### src/rtl/pcs_pkg.sv
// Package with the types, codes and sizes of the priority counting semaphore.
package pcs_pkg;

  localparam int QUEUE_DEPTH = 16;
  localparam int IDX_W = (QUEUE_DEPTH > 1) ? $clog2(QUEUE_DEPTH) : 1;
  localparam int LEN_W = $clog2(QUEUE_DEPTH + 1);

  localparam int IN_W = 24;
  localparam int OUT_W = 32;

  localparam logic [1:0] CMD_WAIT = 2'd0;
  localparam logic [1:0] CMD_TRYWAIT = 2'd1;
  localparam logic [1:0] CMD_POST = 2'd2;

  localparam logic [2:0] STAT_DONE = 3'd0;
  localparam logic [2:0] STAT_QUEUED = 3'd1;
  localparam logic [2:0] STAT_NOT_QUEUED = 3'd2;
  localparam logic [2:0] STAT_UNAVAIL = 3'd3;
  localparam logic [2:0] STAT_AT_MAX = 3'd4;

  localparam logic REG_MAX_COUNT = 1'b0;
  localparam logic REG_INITIAL_COUNT = 1'b1;

  typedef enum logic {
    ST_IDLE,
    ST_SEARCH
  } state_t;

  typedef struct packed {
    logic enq;
    logic deq;
    logic [LEN_W-1:0] len;
    logic [IDX_W-1:0] sel_idx;
    logic [7:0] in_id;
    logic [7:0] in_prio;
  } cell_ctl_t;

  typedef struct packed {
    logic vld;
    logic [7:0] prio;
    logic [7:0] id;
    logic [IDX_W-1:0] idx;
  } best_t;

endpackage

### src/rtl/pcs_cell.sv
// One queue entry: holds a waiter and passes the best waiter so far to its neighbor.
module pcs_cell
  import pcs_pkg::*;
(
  input  logic             clk,
  input  logic [IDX_W-1:0] cell_idx,
  input  cell_ctl_t        ctl,
  input  logic [7:0]       nxt_id,
  input  logic [7:0]       nxt_prio,
  input  best_t            best_in,
  output logic [7:0]       id,
  output logic [7:0]       prio,
  output best_t            best_out
);

  logic [LEN_W-1:0] my_pos;
  logic occ;
  logic take_in;
  logic take_nxt;
  best_t best_next;

  assign my_pos = LEN_W'(cell_idx);
  assign occ = my_pos < ctl.len;
  assign take_in = ctl.enq && (my_pos == ctl.len);
  assign take_nxt = ctl.deq && (cell_idx >= ctl.sel_idx) && ((my_pos + LEN_W'(1)) < ctl.len);

  always_comb begin
    best_next = best_in;
    if (occ && (!best_in.vld || (prio > best_in.prio))) begin
      best_next.vld = 1'b1;
      best_next.prio = prio;
      best_next.id = id;
      best_next.idx = cell_idx;
    end
  end

  always_ff @(posedge clk) begin
    if (take_in) begin
      id <= ctl.in_id;
      prio <= ctl.in_prio;
    end else if (take_nxt) begin
      id <= nxt_id;
      prio <= nxt_prio;
    end
    best_out <= best_next;
  end

endmodule

### src/rtl/priority_counting_semaphore.sv
// Top level of the counting semaphore with a priority-ordered wait queue.
// Wait, trywait, refused posts and posts without waiters give their result one cycle after
// acceptance. A post that wakes a waiter first searches the queue: the priority compare
// moves one cell per cycle down the chain of queue cells. One command is in flight at a time,
// so a new command is accepted only once the result of the last one has been taken.
// Reset sets the count limit to 1, the preset count and the count to 0 and empties the queue.
module priority_counting_semaphore
  import pcs_pkg::*;
(
  input  logic             clk,
  input  logic             rst,
  input  logic             s_tvalid,
  output logic             s_tready,
  input  logic [IN_W-1:0]  s_tdata,  // task_id[7:0], task_valid[8], task_priority[16:9]
  input  logic [1:0]       s_tuser,  // cmd[1:0]
  output logic             m_tvalid,
  input  logic             m_tready,
  output logic [OUT_W-1:0] m_tdata,  // status[2:0], woken_valid[3], woken_task_id[11:4],
                                     // current_count[19:12], waiters[24:20]
  input  logic             cfg_valid,
  output logic             cfg_ready,
  input  logic             cfg_index,
  input  logic [7:0]       cfg_data
);

  logic [7:0] count_limit;
  logic [7:0] count_preset;
  logic [7:0] sem_count;
  logic [7:0] sem_count_next;
  logic [LEN_W-1:0] queue_len;
  logic [LEN_W-1:0] queue_len_next;
  logic [IDX_W-1:0] cnt;
  logic [IDX_W-1:0] cnt_next;
  state_t state;
  state_t state_next;
  logic out_load;
  logic [2:0] status;
  logic woken_valid;
  logic [7:0] wake_id;
  logic [4:0] waiters_out;
  logic accept;
  logic [1:0] cmd;
  logic [7:0] task_id;
  logic task_valid;
  logic [7:0] task_priority;
  cell_ctl_t ctl;
  best_t best [QUEUE_DEPTH];
  logic [7:0] c_id [QUEUE_DEPTH];
  logic [7:0] c_prio [QUEUE_DEPTH];

  assign cmd = s_tuser;
  assign task_id = s_tdata[7:0];
  assign task_valid = s_tdata[8];
  assign task_priority = s_tdata[16:9];
  assign s_tready = (state == ST_IDLE) && !m_tvalid;
  assign cfg_ready = 1'b1;
  assign accept = s_tvalid && s_tready;

  for (genvar g = 0; g < QUEUE_DEPTH; g++) begin : g_cell
    logic [7:0] n_id;
    logic [7:0] n_prio;
    best_t b_in;
    if (g < QUEUE_DEPTH - 1) begin : g_mid
      assign n_id = c_id[g+1];
      assign n_prio = c_prio[g+1];
    end else begin : g_last
      assign n_id = '0;
      assign n_prio = '0;
    end
    if (g == 0) begin : g_head
      assign b_in = '0;
    end else begin : g_chain
      assign b_in = best[g-1];
    end
    pcs_cell u_cell (
      .clk      (clk),
      .cell_idx (IDX_W'(g)),
      .ctl      (ctl),
      .nxt_id   (n_id),
      .nxt_prio (n_prio),
      .best_in  (b_in),
      .id       (c_id[g]),
      .prio     (c_prio[g]),
      .best_out (best[g])
    );
  end

  always_comb begin
    state_next = state;
    cnt_next = cnt;
    sem_count_next = sem_count;
    queue_len_next = queue_len;
    out_load = 1'b0;
    status = STAT_DONE;
    woken_valid = 1'b0;
    wake_id = '0;
    ctl.enq = 1'b0;
    ctl.deq = 1'b0;
    ctl.len = queue_len;
    ctl.sel_idx = best[QUEUE_DEPTH-1].idx;
    ctl.in_id = task_id;
    ctl.in_prio = task_priority;
    unique case (state)
      ST_IDLE: begin
        if (accept) begin
          out_load = 1'b1;
          case (cmd)
            CMD_WAIT: begin
              if (sem_count != 8'd0) begin
                sem_count_next = sem_count - 8'd1;
              end else if (task_valid && (queue_len < LEN_W'(QUEUE_DEPTH))) begin
                ctl.enq = 1'b1;
                queue_len_next = queue_len + LEN_W'(1);
                status = STAT_QUEUED;
              end else begin
                status = STAT_NOT_QUEUED;
              end
            end
            CMD_TRYWAIT: begin
              if (sem_count != 8'd0) begin
                sem_count_next = sem_count - 8'd1;
              end else begin
                status = STAT_UNAVAIL;
              end
            end
            CMD_POST: begin
              if (sem_count >= count_limit) begin
                status = STAT_AT_MAX;
              end else if (queue_len != '0) begin
                out_load = 1'b0;
                state_next = ST_SEARCH;
                cnt_next = IDX_W'(QUEUE_DEPTH - 1);
              end else begin
                sem_count_next = sem_count + 8'd1;
              end
            end
            default: status = STAT_UNAVAIL;
          endcase
        end
      end
      ST_SEARCH: begin
        if (cnt == '0) begin
          ctl.deq = 1'b1;
          queue_len_next = queue_len - LEN_W'(1);
          woken_valid = 1'b1;
          wake_id = best[QUEUE_DEPTH-1].id;
          out_load = 1'b1;
          state_next = ST_IDLE;
        end else begin
          cnt_next = cnt - IDX_W'(1);
        end
      end
      default: state_next = ST_IDLE;
    endcase
  end

  assign waiters_out = 5'(queue_len_next);

  always_ff @(posedge clk) begin
    if (rst) begin
      state <= ST_IDLE;
      cnt <= '0;
      count_limit <= 8'd1;
      count_preset <= 8'd0;
      sem_count <= 8'd0;
      queue_len <= '0;
      m_tvalid <= 1'b0;
    end else begin
      state <= state_next;
      cnt <= cnt_next;
      queue_len <= queue_len_next;
      if (cfg_valid && cfg_ready && (cfg_index == REG_INITIAL_COUNT)) begin
        sem_count <= (cfg_data > count_limit) ? count_limit : cfg_data;
      end else begin
        sem_count <= sem_count_next;
      end
      if (cfg_valid && cfg_ready) begin
        case (cfg_index)
          REG_MAX_COUNT: count_limit <= cfg_data;
          REG_INITIAL_COUNT: count_preset <= cfg_data;
          default: ;
        endcase
      end
      if (out_load) begin
        m_tvalid <= 1'b1;
      end else if (m_tready) begin
        m_tvalid <= 1'b0;
      end
    end
  end

  always_ff @(posedge clk) begin
    if (out_load) begin
      m_tdata <= {7'd0, waiters_out, sem_count_next, wake_id, woken_valid, status};
    end
  end

endmodule

### config.mk
export PLATFORM = sky130hd
export DESIGN_NAME = priority_counting_semaphore
export DESIGN_NICKNAME = d
export VERILOG_FILES = /design/src/rtl/pcs_pkg.sv /design/src/rtl/pcs_cell.sv /design/src/rtl/priority_counting_semaphore.sv
export SDC_FILE = /design/constraint.sdc
export NUM_CORES = 1
export LEC_CHECK = 0
export ABC_CLOCK_PERIOD_IN_PS = 8000
export BUFFER_PORTS_ARGS = -buffer_cell sky130_fd_sc_hd__buf_4
export CAP_MARGIN = 10
export CORE_MARGIN = 2
export CORE_UTILIZATION = 33
export DETAILED_ROUTE_END_ITERATION = 12
export RECOVER_POWER = 50
export SLEW_MARGIN = 30
export SYNTH_ARGS = -nofsm -noshare
export SYNTH_HDL_FRONTEND = slang
export SYNTH_SLANG_ARGS = --single-unit
### constraint.sdc
create_clock -name clk -period 8 [get_ports clk]
set_input_delay 0.8 -clock clk [delete_from_list [all_inputs] [get_ports clk]]
set_output_delay 0.8 -clock clk [all_outputs]
set_load 0.01 [all_outputs]
==> results by group <==
Run status
  • Status: finished with violations
  • Failing checks: max-capacitance violations, max-slew violations

Detailed routing
  • Final ANT Viol Nets: 0
  • 1st-iter DRT viols: 1,190
  • Vias/cell: 4.88
  • Drt pass-1 iters: 5
  • Drt drc: 0
  • WL/cell: 19.4 microns
  • Via Count: 16.0k
  • Routed WL: 63,700 microns

Synthesis
  • Netlist cell types: 77
  • Mapped Area: 0.0271 sq mm
  • Synthesized area per cell: 13.0 sq um
  • Synth top area share: 31.1%
  • Synth warnings: 0
  • Commonest cells in the synthesized netlist: mux2_2, dfxtp_1, edfxtp_1
  • Count of flip-flops with a built-in enable after synthesis: 281
  • Leading area contributor after synthesis: edfxtp_1
  • Flops & latches, synth: 620
  • Ys async rst share: 0%
  • Post-synthesis sequential area ratio: 56.2%
  • Top post-synthesis cells by area: edfxtp_1, dfxtp_1, mux2_2, ha_1, inv_1
  • Synth Flop Type: dfxtp_1
  • Most frequent cell after synthesis: mux2_2
  • Mapped Cells: 2,086

GRT
  • Top Usage Layer GRT: met2
  • GRT overflow: 0
  • First-pass GRT wire length: 101,000 microns
  • Met1 Use GR: 20.6%
  • Initial antenna violation count: 1
  • Met3 Use GR: 2.63%
  • Vias in the first global route: 17.2k
  • Met2 Track Usage GR: 24.3%
  • Largest net degree at the start of global routing: 29
  • GRT Util Overall: 15.1%

Timing
  • F_max: 0.177 GHz
  • Final setup viols: 0
  • Final Max Tran Viols: 47
  • Slew @ Worst Pin: 2.01 ns
  • Final hold vios: 0
  • Final clock skew: 0.0312 ns
  • RSZ-0062 raised after global routing: no
  • Setup TNS: 0 ns
  • Final period util: 70.5%
  • Final worst slack: 2.36 ns
  • Slew headroom: -34.7%
  • Hold slack: 0.404 ns
  • Crit path time final: 5.64 ns

Floorplanning
  • Die height: 291 microns
  • Row Count: 105
  • Core ar.: 0.0817 sq mm
  • Area of the die: 0.0845 sq mm
  • Boundary Pins: 75
  • Starting Density: 33.2%
  • Die Span X: 291 microns

Place
  • Placed Instances: 3,151
  • Place WS: 3.41 ns
  • PortBufs: 59
  • Placed wire-length estimate: 44,500 microns
  • GP Congestion: 0.828

Critical path
  • Worst Path Required: 8.23 ns
  • Crit start category: flop
  • Crit end category: flop
  • Critical path type: reg -> reg
  • Arrival time at the worst endpoint: 5.87 ns
  • Worst-path maximum fanout: 28

Power
  • Power per cell area: 235 mW/mm^2
  • Leak Pwr: 11.6 nW
  • Switching portion of total power: 22.5%
  • Internal: 5.64 mW
  • VDD IR-drop max: 0.133 mV
  • Clock power frac: 46.6%
  • Logic gate share of total power: 5.6%
  • Sw power: 1.63 mW
  • Reg power frac: 47.9%

Final layout
  • Final std cells w/o fill: 3,283
  • Multi-input logic area: 0.0108 sq mm
  • Syn-to-layout area delta: 14.0%
  • Register area: 0.0152 sq mm
  • Share of layout cells above drive strength 1: 27.5%
  • Layout fillers: 7,780
  • Nets@finish: 2,340

Clock network
  • Clock root cell: clkbuf_16
  • CTS resizes: 0
  • # Post-CTS Setup Buffers: 0
  • Post-CTS Hold Fix Bufs: 0
  • CTS Sinks: 620
  • CTS Buf Count: 69
  • TritonCTS clock tree: built
  • Max clock buf depth: 3
  • Clock Latency Late Sink: 0.62 ns
  • H-tree depth: 3
  • CTS clk-pin slew, worst paths: 0.06 ns

Min path
  • Hold WC Path Type: reg -> reg

Job
  • MaxCap Viol Count: 4
area by class of cell:
type / count / share of cell area [%]
flip-flops and latches: 620 / 49.3
multi-input cells: 1216 / 34.8
clock buffers: 97 / 6.56
well taps: 1070 / 4.33
inverters: 160 / 1.94
repair buffers: 89 / 1.65
clock inverters: 30 / 1.40
diodes: 1 / 0.00810
per-stage QoR:
step	total power [mW]	instance area, sq um	utilization, %
final	7.27	30900	37.8
after global routing	7.52	30900	37.8
after CTS	7.36	31200	38.1
after detailed placement	3.95	28700	35.1
after global placement	3.94	28700	35.1
after floorplan	3.80	27100	-
kinds of logic (layout without fill, tap and decap cells):
| kind of cell | Yosys count | in the layout | share of synthesized area [%] |
|---|---|---|---|
| AO/OA/AOI/OAI | 213 | 213 | 4.70 |
| XOR/XNOR | 10 | 10 | 0.323 |
| adder cells (fa/ha/maj) | 144 | 144 | 6.65 |
| buffers and inverters | 256 | 376 | 3.92 |
| flip-flops | 620 | 620 | 56.2 |
| multiplexers | 477 | 477 | 20.1 |
| other | 2 | 9 | 0.0277 |
| AND/OR/NAND/NOR | 364 | 364 | 8.09 |
metal layers:
| layer | wire length [microns] | part of all wire [%] |
|---|---|---|
| met1 | 30300 | 48 |
| met2 | 29000 | 45 |
| met3 | 2980 | 4.7 |
| met4 | 1440 | 2.3 |
| met5 | 0 | 0 |
cell usage in the layout (no fill, tap or decap), types with 61 or more instances in the layout:
master and instances:
dfxtp_1 339, clkbuf_16 73, nand2_1 61, a21oi_1 74
o21ai_0 65, clkbuf_1 61, inv_1 160, ha_1 144
mux2_2 419, edfxtp_1 281
registers in the layout, indices dropped and copies added (netlist names):
signal and count:
cnt 4, count_limit 8, g_cell.u_cell.best_out 312, g_cell.u_cell.id 128, g_cell.u_cell.prio 128, m_tdata 25, m_tvalid 1, queue_len 5
sem_count 8, state 1
power groups by stage:
stage               clock [mW]  combinational, mW  sequential, mW
finish                    3.39              0.405            3.48
global route              3.58              0.451            3.49
CTS                       3.46              0.415            3.48
detailed placement           0              0.410            3.54
global placement             0              0.399            3.54
floorplan                    0              0.283            3.51
worst max-delay path, cell delays in order, from the launching register on:
cell and delay, ns:
dfxtp_1 0.29, clkbuf_1 0.49, or4_1 0.68, o21ai_0 0.87
nand3_1 0.59, nor3b_1 1.44, buf_8 0.27, a21o_1 0.60
final timing paths:
path,start,end,slack [ns],cells after the start
setup / recovery,queue_len[2],g_cell[10].u_cell.prio[3],2.36,7
hold / removal,g_cell[14].u_cell.best_out[3],g_cell[15].u_cell.best_out[3],0.40,1
setup reg to reg,queue_len[2],g_cell[10].u_cell.prio[3],2.36,7
hold reg to reg,g_cell[14].u_cell.best_out[3],g_cell[15].u_cell.best_out[3],0.40,1
No activity file was read; power rests on OpenSTA's default activity.
